==> src/hdl/fqt_pkg.sv <==
// ----------------------------------------------------------------------------
// fqt_pkg
// Types, constants and codes shared by the failure quarantine table.
// ----------------------------------------------------------------------------
package fqt_pkg;

	localparam int TABLE_ENTRIES = 64;
	localparam int IDX_W = $clog2(TABLE_ENTRIES);
	localparam int USED_W = $clog2(TABLE_ENTRIES + 1);

	localparam logic [63:0] FNV_BASIS = 64'hCBF29CE484222325;
	localparam logic [63:0] FNV_PRIME = 64'h00000100000001B3;
	localparam logic [19:0] STRENGTH_HALF = 20'd500000;
	localparam logic [19:0] STRENGTH_STEP = 20'd100000;
	localparam logic [19:0] STRENGTH_FULL = 20'd1000000;
	localparam logic [15:0] COUNT_MAX = 16'hFFFF;

	// One table row: key, count, strength, stored error code.
	localparam int ROW_W = 64 + 16 + 20 + 8;

	localparam logic [1:0] ACT_REPORT = 2'd0;
	localparam logic [1:0] ACT_TICK = 2'd1;
	localparam logic [1:0] ACT_QUERY = 2'd2;
	localparam logic [1:0] ACT_CLEAR = 2'd3;

	localparam logic [1:0] ST_OK = 2'd0;
	localparam logic [1:0] ST_NOT_FOUND = 2'd1;
	localparam logic [1:0] ST_FULL = 2'd2;

	localparam logic [0:0] REG_THRESHOLD = 1'd0;
	localparam logic [0:0] REG_DECAY = 1'd1;

	typedef enum logic [3:0] {
		S_IDLE,
		S_HASH,
		S_SREAD,
		S_SCMP,
		S_UPDATE,
		S_TREAD,
		S_TWRITE,
		S_CREAD,
		S_CWRITE,
		S_DONE
	} state_t;

	typedef struct packed {
		logic [63:0] key;
		logic [15:0] count;
		logic [19:0] strength;
		logic [7:0] fail_code;
	} row_t;

endpackage

==> src/hdl/fqt_hash.sv <==
// ----------------------------------------------------------------------------
// fqt_hash
// FNV-1a over the eight identifier bytes, one byte per cycle.
// ----------------------------------------------------------------------------
module fqt_hash
	import fqt_pkg::*;
(
	input  logic clk,
	input  logic arst_n,
	input  logic start,
	input  logic [63:0] id,
	output logic busy,
	output logic [63:0] hash
);

	logic [63:0] id_q;
	logic [63:0] h_q;
	logic [2:0] cnt_q;
	logic busy_q;
	logic [63:0] mixed;

	// The prime has bits 40, 8, 7, 5, 4, 1, 0 set, so the product is a shift sum.
	assign mixed = h_q ^ {56'd0, id_q[7:0]};

	always_ff @(posedge clk or negedge arst_n) begin
		if (!arst_n) begin
			busy_q <= 1'b0;
			cnt_q <= '0;
		end else if (start) begin
			busy_q <= 1'b1;
			cnt_q <= '0;
		end else if (busy_q) begin
			cnt_q <= cnt_q + 3'd1;
			if (cnt_q == 3'd7) begin
				busy_q <= 1'b0;
			end
		end
	end

	always_ff @(posedge clk) begin
		if (start) begin
			id_q <= id;
			h_q <= FNV_BASIS;
		end else if (busy_q) begin
			id_q <= {8'd0, id_q[63:8]};
			h_q <= mixed + (mixed << 40) + (mixed << 8) + (mixed << 7) + (mixed << 5)
				+ (mixed << 4) + (mixed << 1);
		end
	end

	assign busy = busy_q;
	assign hash = h_q;

endmodule

==> config.mk <==
export PLATFORM = sky130hd
export DESIGN_NAME = fqt_hash
export DESIGN_NICKNAME = d
export VERILOG_FILES = /design/src/hdl/fqt_pkg.sv /design/src/hdl/fqt_hash.sv
export SDC_FILE = /design/constraint.sdc
export NUM_CORES = 1
export LEC_CHECK = 0
export BUFFER_PORTS_ARGS = -buffer_cell sky130_fd_sc_hd__buf_2
export CORE_UTILIZATION = 40
export CTS_CLUSTER_DIAMETER = 120
export DETAILED_ROUTE_END_ITERATION = 16
export GPL_TIMING_DRIVEN = 0
export PLACE_DENSITY = 0.61
export SLEW_MARGIN = 20
export SYNTH_ARGS = -nofsm -noshare
export SYNTH_HDL_FRONTEND = slang
export SYNTH_SLANG_ARGS = --single-unit
==> constraint.sdc <==
create_clock -name clk -period 16.59 [get_ports clk]
set_input_delay 0.8295 -clock clk [delete_from_list [all_inputs] [get_ports clk]]
set_output_delay 0.8295 -clock clk [all_outputs]
set_load 0.05 [all_outputs]
### Yosys cells after proc, flatten, opt, wreduce, memory -nomap -nowiden

Cells that the tools add are included.

* output and inout bits: 65
* input bits: 67
* word-level logic and storage cells: 21
* register bits after elaboration: 132

* equal/unequal tests: 1
* reductions and logical operators: 1
* add/subtract/negate cells: 7
* muxes and demuxes: 7
* bitwise gates (word level): 1

Operators with widths (count)
* $add A64 B64 Y64: 6
* $mux W64: 2
* $xor A64 B8 Y64: 1
* $mux W3: 2
* $add A3 B1 Y3 const B: 1
* $eq A3 B3 Y1 const B: 1
* $mux W1: 3
* $reduce_bool A2 Y1: 1

### Depth between registers and ports, before layout

* depth after elaboration: 7
* mapped depth: 21
* gate-level depth less buffers: 21

### Worst setup path before layout

Ideal clock, no wire load.

* kind: register to register
* from: reg h_q[4] (netlist: hash[4])
* to: reg h_q[61] (netlist: hash[61])
* buffers on the path: 0
* period minus slack after synthesis: 5.648 ns
* setup time: 0.241 ns
* data required time: 16.349 ns
* stages on the path, launching flop included: 19
* data arrival time: 5.407 ns
* setup slack: 10.942 ns
* path through: dfxtp_1 -> xor2_1 -> inv_1 -> fa_1 -> inv_1 -> fa_1 -> fa_1 -> ha_1 -> ha_1 -> a21oi_2 -> o221a_4 -> o21ai_2 -> a211o_1 -> nand3_2 -> a31oi_4 -> o41ai_4 -> a2111oi_4 -> nor3_1 -> o32ai_2

* longest elaborated chain between the ends: 7

RTL lines
* start: declaration: RTL line fqt_hash.sv:17 `logic [63:0] h_q;`
* start signal: assignment: RTL line fqt_hash.sv:46 `h_q <= mixed + (mixed << 40) + (mixed << 8) + (mixed << 7) + (mixed << 5)`
* $xor A64 B8 Y64 *: RTL line fqt_hash.sv:23 `assign mixed = h_q ^ {56'd0, id_q[7:0]};`
* $add A64 B64 Y64 (4 in series): RTL line fqt_hash.sv:46
* $add A64 B64 Y64: RTL line fqt_hash.sv:47 `+ (mixed << 4) + (mixed << 1);`
* $add A64 B64 Y64 *: RTL line fqt_hash.sv:47

Every way passes the cells marked *; elsewhere a longest branch is shown, timed or not.
A chain may end at the register's enable or synchronous reset.

### Final worst setup path

* from: reg id_q[6]
* to: reg h_q[56] (netlist: hash[56])

* longest elaborated chain between the ends: 7

RTL lines
* start: declaration: RTL line fqt_hash.sv:16 `logic [63:0] id_q;`
* start signal: assignment: RTL line fqt_hash.sv:42 `id_q <= id;`
* start signal: assignment: RTL line fqt_hash.sv:45 `id_q <= {8'd0, id_q[63:8]};`
* $xor A64 B8 Y64 *: RTL line fqt_hash.sv:23
* $add A64 B64 Y64 (4 in series): RTL line fqt_hash.sv:46
* $add A64 B64 Y64: RTL line fqt_hash.sv:47
* $add A64 B64 Y64 *: RTL line fqt_hash.sv:47

Marked as above.

==> key figures <==
Status
  – Status: finished clean

Die
  – Die width: 202 µm
  – Die Ht: 202 µm
  – Core area: 39600 µm²
  – DIE AREA: 41000 µm²
  – IO Pins: 132
  – Std cell rows: 73
  – Initial Util: 40.5%

Global route
  – Grt ovf: 0
  – Vias in the first global route: 11767
  – First-pass GRT wire length: 64500 µm
  – Gr usage total: 20.6%
  – Largest net degree at the start of global routing: 40
  – Initial antenna violation count: 3

STA
  – Setup Skew: 0.0182 ns
  – Max_slew headroom: 26.5%
  – Final Hold Viols: 0
  – Setup TNS: 0 ns
  – Max Clk Rate: 156 MHz
  – Tcrit/Tclk final: 38.8%
  – RSZ-0062 raised after global routing: false
  – Final Max Tran Viols: 0
  – Worst Tran Pin Value: 1.10 ns
  – Final count of negative-setup-slack endpoints: 0
  – Min Tclk post-route: 6.43 ns

Clock tree
  – Clock buffer count from CTS: 17
  – Post-CTS Hold Buffers: 0
  – Setup bufs post-CTS: 0
  – Root Driver: clkbuf_16
  – CTS tree: yes
  – Clk slew on worst S/H paths: 0.07 ns
  – Worst skew pair latency: 0.45 ns
  – H-tree depth: 4
  – CTS sink cnt: 132
  – Worst-case clock buffer depth: 2
  – PostCTS Resize Cnt: 0

Job
  – Maxcap violations: 0

Drt
  – DRT Pass-1 Iters: 5
  – DR DRC count: 0
  – DRT Wirelength: 40500 µm
  – Initial DRC Count: 694
  – Per-cell routed wire length: 17.6 µm
  – Vias: 11399
  – Via/cell ratio: 4.95
  – Routed Antenna Nets: 0

Critical path
  – Delay-heaviest family, CP: adder cells
  – Setup CP Type: flop to flop
  – Critical path data arrival time: 6.76 ns
  – Worst setup EP type: flop
  – CP bufs+invs: 2
  – Critical-path top delay cell: xor2_1
  – RR Endpoint: hash[56]
  – Most Frequent Cell on Critical Path: fa_1
  – Startpoint class of the critical path: flop
  – Crit-path cells: xor2_1 > inv_1 > fa_1 > inv_1 > fa_1 > fa_1 > ha_1 > ha_1 > a21o_1 > nand3_1 > and3_1 > o21ai_0 > o211ai_1 > a211oi_1 > nor2_1 > o21ai_0 > xor2_1 > a211o_1
  – WP data required: 16.92 ns
  – Worst r2r src: id_q[6]
  – Cells on worst reg2reg path: 18
  – Critical Path Fanout Max: 5
  – Reg2reg setup slack: 10.16 ns
  – Max incr delay on CP: 0.86 ns

Synth
  – Post-synth EDFFs: 64
  – Synthesized Nets: 2040
  – Main synth FF type: edfxtp_1
  – Cells after Synth: 1616
  – Post-synth ARST share: 3.03%
  – Top cells by count, synth: 406 x inv_1, 245 x fa_1, 112 x ha_1
  – Cell area after synthesis: 16100 µm²
  – Number of synthesized register bits: 132
  – Synth area leader: fa_1
  – Unique masters post-synth: 77
  – Synth Warn #: 0
  – Count leader, synth: inv_1
  – Seq/Total Area, Yosys: 20.5%
  – Post-synth top area share: 30.5%
  – Syn_area_per_cell: 9.95 µm²
  – Dominant cells by area after synthesis: fa_1 31%, edfxtp_1 12%, inv_1 9.5%

Min path
  – Hold Path Class: input port to asynchronous set/reset pin

Final layout
  – Nets: 2190
  – Area Overhead vs Synth: 12.3%
  – FF/Latch Area: 3300 µm²
  – Multi-input gate area: 10700 µm²
  – Share of cells above drive strength 1: 17.4%
  – Layout fillers: 3874

Placement
  – HPWL Detailed: 33400 µm
  – Gpl congestion: 0.908
  – Port bufs: 130
-- final cells by class --
type	count	share of cell area [%]
diodes	1	0.0139
plain buffers	94	3.20
clock buffers	18	2.43
clock inverters	14	0.998
inverters	408	8.48
multi-input cells	982	59.2
flip-flops and latches	132	18.3
well taps	525	3.64
repair buffers	131	3.72
-- registers in the layout, summed over array words and instances, names as in the netlist --
name,flops
busy,1
id_q,64
cnt_q,3
hash,64
-- metal layers --
metal  vias up  GRT usage [%]  wire length [µm]
li1       5398              -                 -
met1      5653           26.9             17900
met2       285           34.1             19200
met3        61           3.66              2160
met4         2           7.49              1250
met5         -              0                13
-- worst max path at each step --
stage | depth (start not counted) | start | slack, ns | endpoint
floorplan | 18 | hash[4] | 10.94 | hash[61]
global placement | 18 | id_q[4] | 10.19 | hash[61]
detailed placement | 18 | id_q[6] | 10.26 | hash[56]
CTS | 18 | hash[6] | 10.20 | hash[56]
global route | 18 | hash[6] | 9.90 | hash[60]
finish | 18 | id_q[6] | 10.16 | hash[56]
-- logic make-up (layout without fill, tap and decap cells) --
logic type	Yosys count	count (layout)	synth area share, %
AND/OR/NAND/NOR	205	205	6.19
adder cells (fa/ha/maj)	357	357	39.2
buffers and inverters	502	665	13.1
other	0	1	0
XOR/XNOR	76	76	4.14
AO/OA/AOI/OAI	264	264	11.4
multiplexers	80	80	5.42
flip-flops	132	132	20.5
-- stage by stage --
stage	area (µm²)	util (%)	setup slack (ns)	instances	hold WS [ns]
after floorplan	16100	-	10.94	1616	0.460
after global placement	17400	43.8	10.19	2271	0.488
after detailed placement	17400	44.0	10.26	2272	0.494
after CTS	18000	45.5	10.20	2304	0.169
after global routing	18000	45.5	9.90	2305	0.180
final	18000	45.5	10.16	2305	0.187
-- worst reg2reg max path: stages, from the launching register on --
cell and delay, ns:
edfxtp_1 0.38, xor2_1 0.86, inv_1 0.30, fa_1 0.57, inv_1 0.06, fa_1 0.57
fa_1 0.46, ha_1 0.30, ha_1 0.37, a21o_1 0.17, nand3_1 0.10, and3_1 0.18
o21ai_0 0.39, o211ai_1 0.25, a211oi_1 0.52, nor2_1 0.14, o21ai_0 0.28, xor2_1 0.11
a211o_1 0.30
-- placed cells by master (no fill, tap or decap), types with 8 or more instances in the layout --
master	instances
nand4_1	14
a211oi_1	8
buf_4	58
and3_1	10
ha_1	112
o21bai_1	19
xor2_1	18
mux2i_1	24
mux2_2	56
o21a_1	8
dfxtp_1	64
nand3_1	12
clkbuf_16	17
xnor2_1	55
buf_2	131
o22ai_1	12
and2_1	11
fa_1	245
edfxtp_1	64
nor2_1	61
inv_1	406
o211ai_1	12
o21ai_0	39
a21oi_1	78
a21o_1	35
nand2_1	54
nor3_1	14
clkbuf_1	27
Power is left out: the tool's default activity adds up to more than one toggle a clock period on the data nets, which glitch-free logic cannot reach.
