<file path="config.mk">
export PLATFORM = sky130hd
export DESIGN_NAME = fqt_ram
export DESIGN_NICKNAME = d
export VERILOG_FILES = /design/src/hdl/fqt_ram.sv
export SDC_FILE = /design/constraint.sdc
export NUM_CORES = 1
export LEC_CHECK = 0
export ABC_CLOCK_PERIOD_IN_PS = 2300
export BUFFER_PORTS_ARGS = -buffer_cell sky130_fd_sc_hd__buf_4
export CORE_MARGIN = 4
export CORE_UTILIZATION = 50
export DETAILED_ROUTE_END_ITERATION = 8
export PLACE_DENSITY = 0.68
export SLEW_MARGIN = 20
export SYNTH_ARGS = -nofsm -noshare
export SYNTH_HDL_FRONTEND = slang
export SYNTH_SLANG_ARGS = --single-unit
</file>
<file path="constraint.sdc">
create_clock -name clk -period 2.3 [get_ports clk]
set_input_delay 0.23 -clock clk [delete_from_list [all_inputs] [get_ports clk]]
set_output_delay 0.23 -clock clk [all_outputs]
set_load 0.01 [all_outputs]
</file>
<file path="src/hdl/fqt_ram.sv">
// ----------------------------------------------------------------------------
// fqt_ram
// Generic single-port RAM with registered read data.
// ----------------------------------------------------------------------------
module fqt_ram #(
	parameter int WIDTH = 8,
	parameter int DEPTH = 16
) (
	input  logic clk,
	input  logic we,
	input  logic [$clog2(DEPTH)-1:0] addr,
	input  logic [WIDTH-1:0] wdata,
	output logic [WIDTH-1:0] rdata
);

	logic [WIDTH-1:0] mem_q [DEPTH];

	always_ff @(posedge clk) begin
		if (we) begin
			mem_q[addr] <= wdata;
		end
		rdata <= mem_q[addr];
	end

endmodule

</file>
### Yosys cells after proc, flatten, opt, wreduce, memory -nomap -nowiden

Memory sizes are Yosys's and may differ from the RTL's. A register that Yosys moved wholly into a read port is not among the register bits.
Index checks and enable logic that the tools add are counted.

| cells by class | value |
|---|---|
| mux-type cells | 2 |

Operators with widths:

| cell | number |
|---|---|
| two-way mux 1 bit | 2 |

| storage, ports and cells | value |
|---|---|
| bits in registers | 0 |
| memory bits (writable) | 128 |
| output and inout bits | 8 |
| logic and storage cells | 3 |
| memories kept | 1 |

Memory list:

| name | words | bits a word | rd ports | clocked after Yosys merged registers in | write ports | line | RTL |
|---|---|---|---|---|---|---|---|
| mem_q | 16 | 8 | 1 | 1 | 1 | 16 | `logic [WIDTH-1:0] mem_q [DEPTH];` |

### Longest topological paths before layout

Gate-level depths: netlist (run 1).

| depth | value |
|---|---|
| depth after elaboration | 2 |
| gate-level depth with buffers | 5 |
| gate-level depth less buffers | 3 |

### Worst setup path before layout (run 1)

No wires, ideal clock.

| timing | value |
|---|---|
| path kind | input to register |
| start point | input port addr[2] |
| end point | memory mem_q[0][0], enable pin |
| arrival | 1.340 ns |
| setup slack | 0.577 ns |
| stages | 2 |
| path buffers | 0 |
| path through | or3b_2 nor3_1 |

RTL lines:

| what | line | RTL |
|---|---|---|
| from (decl) | 11 | `input logic [$clog2(DEPTH)-1:0] addr,` |
| to (decl) | 16 |  |

Straight into the memory's write port.

==> results.md, run 1 <==
- CTS H-tree lvls: 4
- Clock Skew: 0.009068 ns
- Area grow syn2layout: 19.51%
- CTS Buf Count: 17
- Psw: 1116 µW
- Status: finished clean
- Largest net degree at the start of global routing: 36
- Die ar.: 11,810 µm²
- Placed insts: 389
- CP Capture Type: flop
- Grt ovf: 0
- Core footprint: 9819 µm²
- Kind of critical path: in2reg
- Startpoint type of the worst setup path: input pin
- PostCTS Resize Cnt: 0
- Final HPWL DP: 5864 µm
- Worst Max-Slew Pin Slew: 0.6938 ns
- Max Cap Viol: 0
- Clock-pin slew on the worst setup and hold paths: 0.06 ns
- First-pass GRT wire length: 14,270 µm
- CTS tree: done
- Sequential power share: 48.6%
- Cts hold-fix bufs: 0
- Clock power share: 46.8%
- Initial Util: 51.61%
- Int Power: 4628 µW
- Starting DRC count in detailed routing: 177
- Power Density: 948.4 nW/µm²
- Peak Freq: 727.8 MHz
- Clk sinks: 136
- Leak: 0.002009 µW
- Hold Violations, Final: 0
- Worst-Skew Late Latency: 0.52 ns
- CP Max Fanout: 35
- Fin cells: 421
- Layout cells sized above 1: 35.07%
- Number of synthesized register bits: 136
- Setup Buffers After CTS: 0
- Synth cell types: 18
- Most frequent cells in the layout: edfxtp_1 (128), buf_4 (37), mux4_2 (32)
- Sw Ratio: 19.42%
- Synth top area share: 75.85%
- RSZ-0062 raised after global routing: no
- Worst EP required: 2.70 ns
- Root buffer cell: clkbuf_8
- VDD IR-drop max: 0.4831 mV
- Layout Nets: 289
- Avg WL per Cell: 21.52 µm
- Final instance area: 6056 µm²
- Via/cell ratio: 5.610
- Ant. Diodes: 0
- ANT nets after route: 0
- Comb power frac: 4.7%
- Slew margin rel.: 53.58%
- Rows: 36
- Pre-Repair DR Iteration Count: 5
- Top post-synthesis cells by area: edfxtp_1 (76%), mux4_2 (14%), dfxtp_1 (3.2%), a22oi_1 (2.4%), nor2_1 (0.96%)
- Minimum clock period: 1.374 ns
- Seq/Total Area, Yosys: 79.01%
- Area after DPL: 5451 µm²
- Synth area leader: edfxtp_1
- Syn Std Cell Area: 5067 µm²
- Number of synthesis warnings: 0
- Gr usage total: 17.20%
- Syn Nets: 244
- Initial antenna violation count: 0
- Synth Area per Inst: 22.03 µm²
- Fin Setup TNS: 0 ns
- Die width: 108.7 µm
- Setup ws final: 0.9260 ns
- Fin crit share: 59.74%
- Slew Limit Fails: 0
- Post-Syn Instances: 230
- Commonest non-fill, non-tap cell in the layout: edfxtp_1
- Final wirelength: 9061 µm
- Crit path DAT: 1.77 ns
- Routability cong.: 0.7123
- # DRC: 0
- I/O pin total: 22
- Setup violators final: 0
- Vias: 2,362
- Die H: 108.7 µm
- Hold WC Path Type: in2reg
- Vias in the first global route: 2,497
- Post-Place Setup Slack: 0.3615 ns
- I/O Buffers: 21
- Clk buf depth: 2
- Total power: 5743 µW
==> power groups by stage <==
stage / Clock [µW] / Combinational (µW) / Sequential (µW)
2_1_floorplan: 0 / 143 / 2840
3_3_place_gp: 0 / 265 / 2840
3_5_place_dp: 0 / 270 / 2840
4_1_cts: 2730 / 273 / 2790
5_1_grt: 2860 / 293 / 2790
6_report: 2690 / 267 / 2790
==> worst max-delay path, cell delays in order <==
cell	delay (ns)
buf_4	0.49
buf_4	0.25
mux4_2	0.48
a22oi_1	0.23
nand2_1	0.07
==> through the flow <==
step | hold WS (ns) | util (%)
after global placement | 0.5399 | 55.52
after detailed placement | 0.5514 | 55.52
after global routing | 0.02216 | 61.67
final | 0.02934 | 61.67
after CTS | 0.009731 | 61.67
after floorplan | 0.3289 | -
==> sequential cells by signal (all words and copies together) (netlist names) <==
signal	flops
mem_q	128
rdata	8
==> cell type report <==
class / count / area (µm²)
multi-input cells: 83 / 1003
flip-flops and latches: 136 / 4004
clock buffers: 21 / 459.2
fillers: 716 / 3764
clock inverters: 11 / 145.1
repair buffers: 37 / 277.8
well taps: 133 / 166.4
==> final timing paths <==
kind,endpoint,start,depth (start not counted),slack (ns)
setup / recovery,rdata[2],addr[0],5,0.93
hold / removal,mem_q[8][1],wdata[1],1,0.03
setup reg to reg,rdata[4],mem_q[3][4],3,0.96
hold reg to reg,rdata[3],mem_q[14][3],3,0.66
==> synthesized netlist by cell type <==
| master | n |
|---|---|
| edfxtp_1 | 128 |
| mux4_2 | 32 |
| a22oi_1 | 16 |
| nor2_1 | 13 |
| nand2_1 | 9 |
| dfxtp_1 | 8 |
| buf_1 | 4 |
| nor3_1 | 4 |
| buf_2 | 2 |
| buf_6 | 2 |
| clkbuf_1 | 2 |
| nand2b_1 | 2 |
| nand3b_1 | 2 |
| nor2b_1 | 2 |
| and2_1 | 1 |
| clkbuf_2 | 1 |
| nand3_1 | 1 |
| or3b_2 | 1 |
==> metal layers <==
| layer | track usage (%) | up-vias | wire, µm |
|---|---|---|---|
| li1 | - | 1053 | - |
| met1 | 22.72 | 1224 | 3878 |
| met2 | 27.67 | 74 | 4653 |
| met3 | 5.684 | 11 | 474 |
| met4 | 4.869 | 0 | 54 |
| met5 | 0 | - | 0 |
==> logic make-up (layout without fill, tap and decap cells) <==
group | after synthesis | count (layout) | share of synthesized area (%)
AOI/OAI and AO/OA | 16 | 16 | 2.370
buffers and inverters | 11 | 69 | 1.185
DFF | 136 | 136 | 79.01
muxes | 32 | 32 | 14.22
and+or+nand+nor | 35 | 35 | 3.210
Note: power is estimated with default switching activity, not from simulation.
==> run 2, diff against run 1 <==
- ABC_CLOCK_PERIOD_IN_PS: 2300 -> 1100
- PLACE_DENSITY: 0.68 -> 0.7
- clock period: 2.3 -> 1.1 ns (I/O delays scaled with it)
==> results.md, run 2 (synthesized netlist as in run 1, its figures left out) <==
- Status: finished with violations
- Failing checks: setup timing
- Worst Max-Slew Pin Slew: 0.9438 ns
- Sw Ratio: 19.74%
- Pre-Repair DR Iteration Count: 4
- Max FFs per register: 128
- CTS Buf Count: 17
- Vias: 2,467
- Via/cell ratio: 5.607
- CTS H-tree lvls: 4
- Die ar.: 11,810 µm²
- Slew margin rel.: 36.95%
- Top reg by flops: mem_q
- Clock Skew: 0.005835 ns
- Final wirelength: 10,130 µm
- Startpoint type of the worst setup path: flop
- FF+latch area: 4011 µm²
- Setup Buffers After CTS: 0
- Fin crit share: 117.9%
- RSZ-0062 raised after global routing: yes
- Commonest non-fill, non-tap cell in the layout: edfxtp_1
- Final instance area: 6665 µm²
- Int Power: 10,050 µW
- Power Density: 1879 nW/µm²
- Max Cap Viol: 0
- CP Max Fanout: 1
- Grt ovf: 0
- Routability cong.: 0.7512
- Root buffer cell: clkbuf_8
- Largest regs: mem_q (128), rdata (8)
- Avg WL per Cell: 23.01 µm
- Largest net degree at the start of global routing: 18
- Kind of critical path: reg2reg
- Final HPWL DP: 6349 µm
- Core footprint: 9819 µm²
- Vias in the first global route: 2,670
- Area grow syn2layout: 31.53%
- Hold WC Path Type: in2reg
- Crit path DAT: 1.70 ns
- Setup ws final: -0.1969 ns
- Smallest hold slack: 0.1442 ns
- Layout cells sized above 1: 46.91%
- I/O pin total: 22
- # DRC: 0
- Clk buf depth: 2
- Multi-input logic area: 1219 µm²
- Leak: 0.002208 µW
- Initial antenna violation count: 0
- Comb power frac: 6.1%
- Most frequent cells in the layout: edfxtp_1 (128), mux4_2 (32), buf_4 (28)
- Worst EP required: 1.51 ns
- CP Capture Type: flop
- Sequential power share: 46.6%
- CTS tree: done
- Slew Limit Fails: 0
- Layout Nets: 308
- Fillers: 650
- ANT nets after route: 0
- VDD IR-drop max: 1.505 mV
- Clock-pin slew on the worst setup and hold paths: 0.06 ns
- Starting DRC count in detailed routing: 100
- Minimum clock period: 1.297 ns
- Ant. Diodes: 0
- Peak Freq: 771.0 MHz
- I/O Buffers: 21
- Area after DPL: 5882 µm²
- Post-Place Setup Slack: -0.4051 ns
- Die H: 108.7 µm
- Hold Violations, Final: 0
- Worst-Skew Late Latency: 0.52 ns
- Setup violators final: 9
- Die width: 108.7 µm
- First-pass GRT wire length: 16,080 µm
- Initial Util: 51.61%
- Clk sinks: 136
- Clock power share: 47.2%
- Psw: 2472 µW
- Rows: 36
- Gr usage total: 19.58%
## run 2: cell count changes in the layout (fill, tap and decap cells not counted), moves of 4 or more
cell and delta:
dfxtp_1 -4, buf_4 -9, nor3_4 +4, a22oi_2 +11, a22oi_1 -11, nor2_1 -12
dlygate4sd3_1 +8, nor2_4 +12, nor3_1 -4, buf_12 +15, buf_6 +5
## run 2: layer usage
metal	part of all wire (%)	GRT usage (%)	vias up	wire [µm]
met2	52	31.82	49	5268
li1	-	-	1095	-
met5	0	0	-	0
met1	43	26.18	1305	4344
met3	3.6	5.329	18	366
met4	1.4	5.951	0	145
## run 2: worst max-delay path, stage by stage, from the launching register on
cell	delay, ns
edfxtp_1	0.39
mux4_2	0.49
a22oi_2	0.23
nand2_1	0.08
## run 2: per-stage QoR
| stage | instances | utilization, % | power [µW] | setup TNS, ns |
|---|---|---|---|---|
| after floorplan | 230 | - | 6312 | -2.637 |
| after global placement | 400 | 59.90 | 6630 | -32.95 |
| after detailed placement | 400 | 59.90 | 6652 | -34.59 |
| after CTS | 440 | 67.55 | 12590 | -1.342 |
| after global routing | 440 | 67.88 | 12930 | -1.561 |
| final | 440 | 67.88 | 12520 | -1.160 |
## run 2: path summary, 6_finish.rpt
kind / startpoint / endpoint / slack [ns] / cells past startpoint
setup / recovery: mem_q[3][0] / rdata[0] / -0.20 / 3
hold / removal: addr[3] / mem_q[3][6] / 0.14 / 3
setup reg to reg: mem_q[3][0] / rdata[0] / -0.20 / 3
hold reg to reg: mem_q[15][0] / rdata[0] / 0.67 / 3
## run 2: final cells by class
cell class                      count  share of cell area, %
Sequential cell                   136                  60.18
Tap cell                          133                  2.497
Multi-Input combinational cell     83                  18.28
Clock buffer                       17                  6.214
Clock inverter                     15                  3.116
Timing Repair Buffer               56                  9.705
## run 2: power by group through the flow
stage | clock network (µW) | logic, µW | registers, µW
floorplan | 0 | 369 | 5940
global placement | 0 | 694 | 5940
detailed placement | 0 | 711 | 5940
CTS | 5980 | 762 | 5840
global route | 6250 | 829 | 5850
finish | 5910 | 768 | 5840
## run 2: repair_timing
item / in CTS / in global routing
endpoints found under the hold margin: 128 / 0
endpoints found under the setup margin: 12 / 13
resized for setup: 14 / 7
hold buffers: 8 / 0
pin swaps: 6 / 6
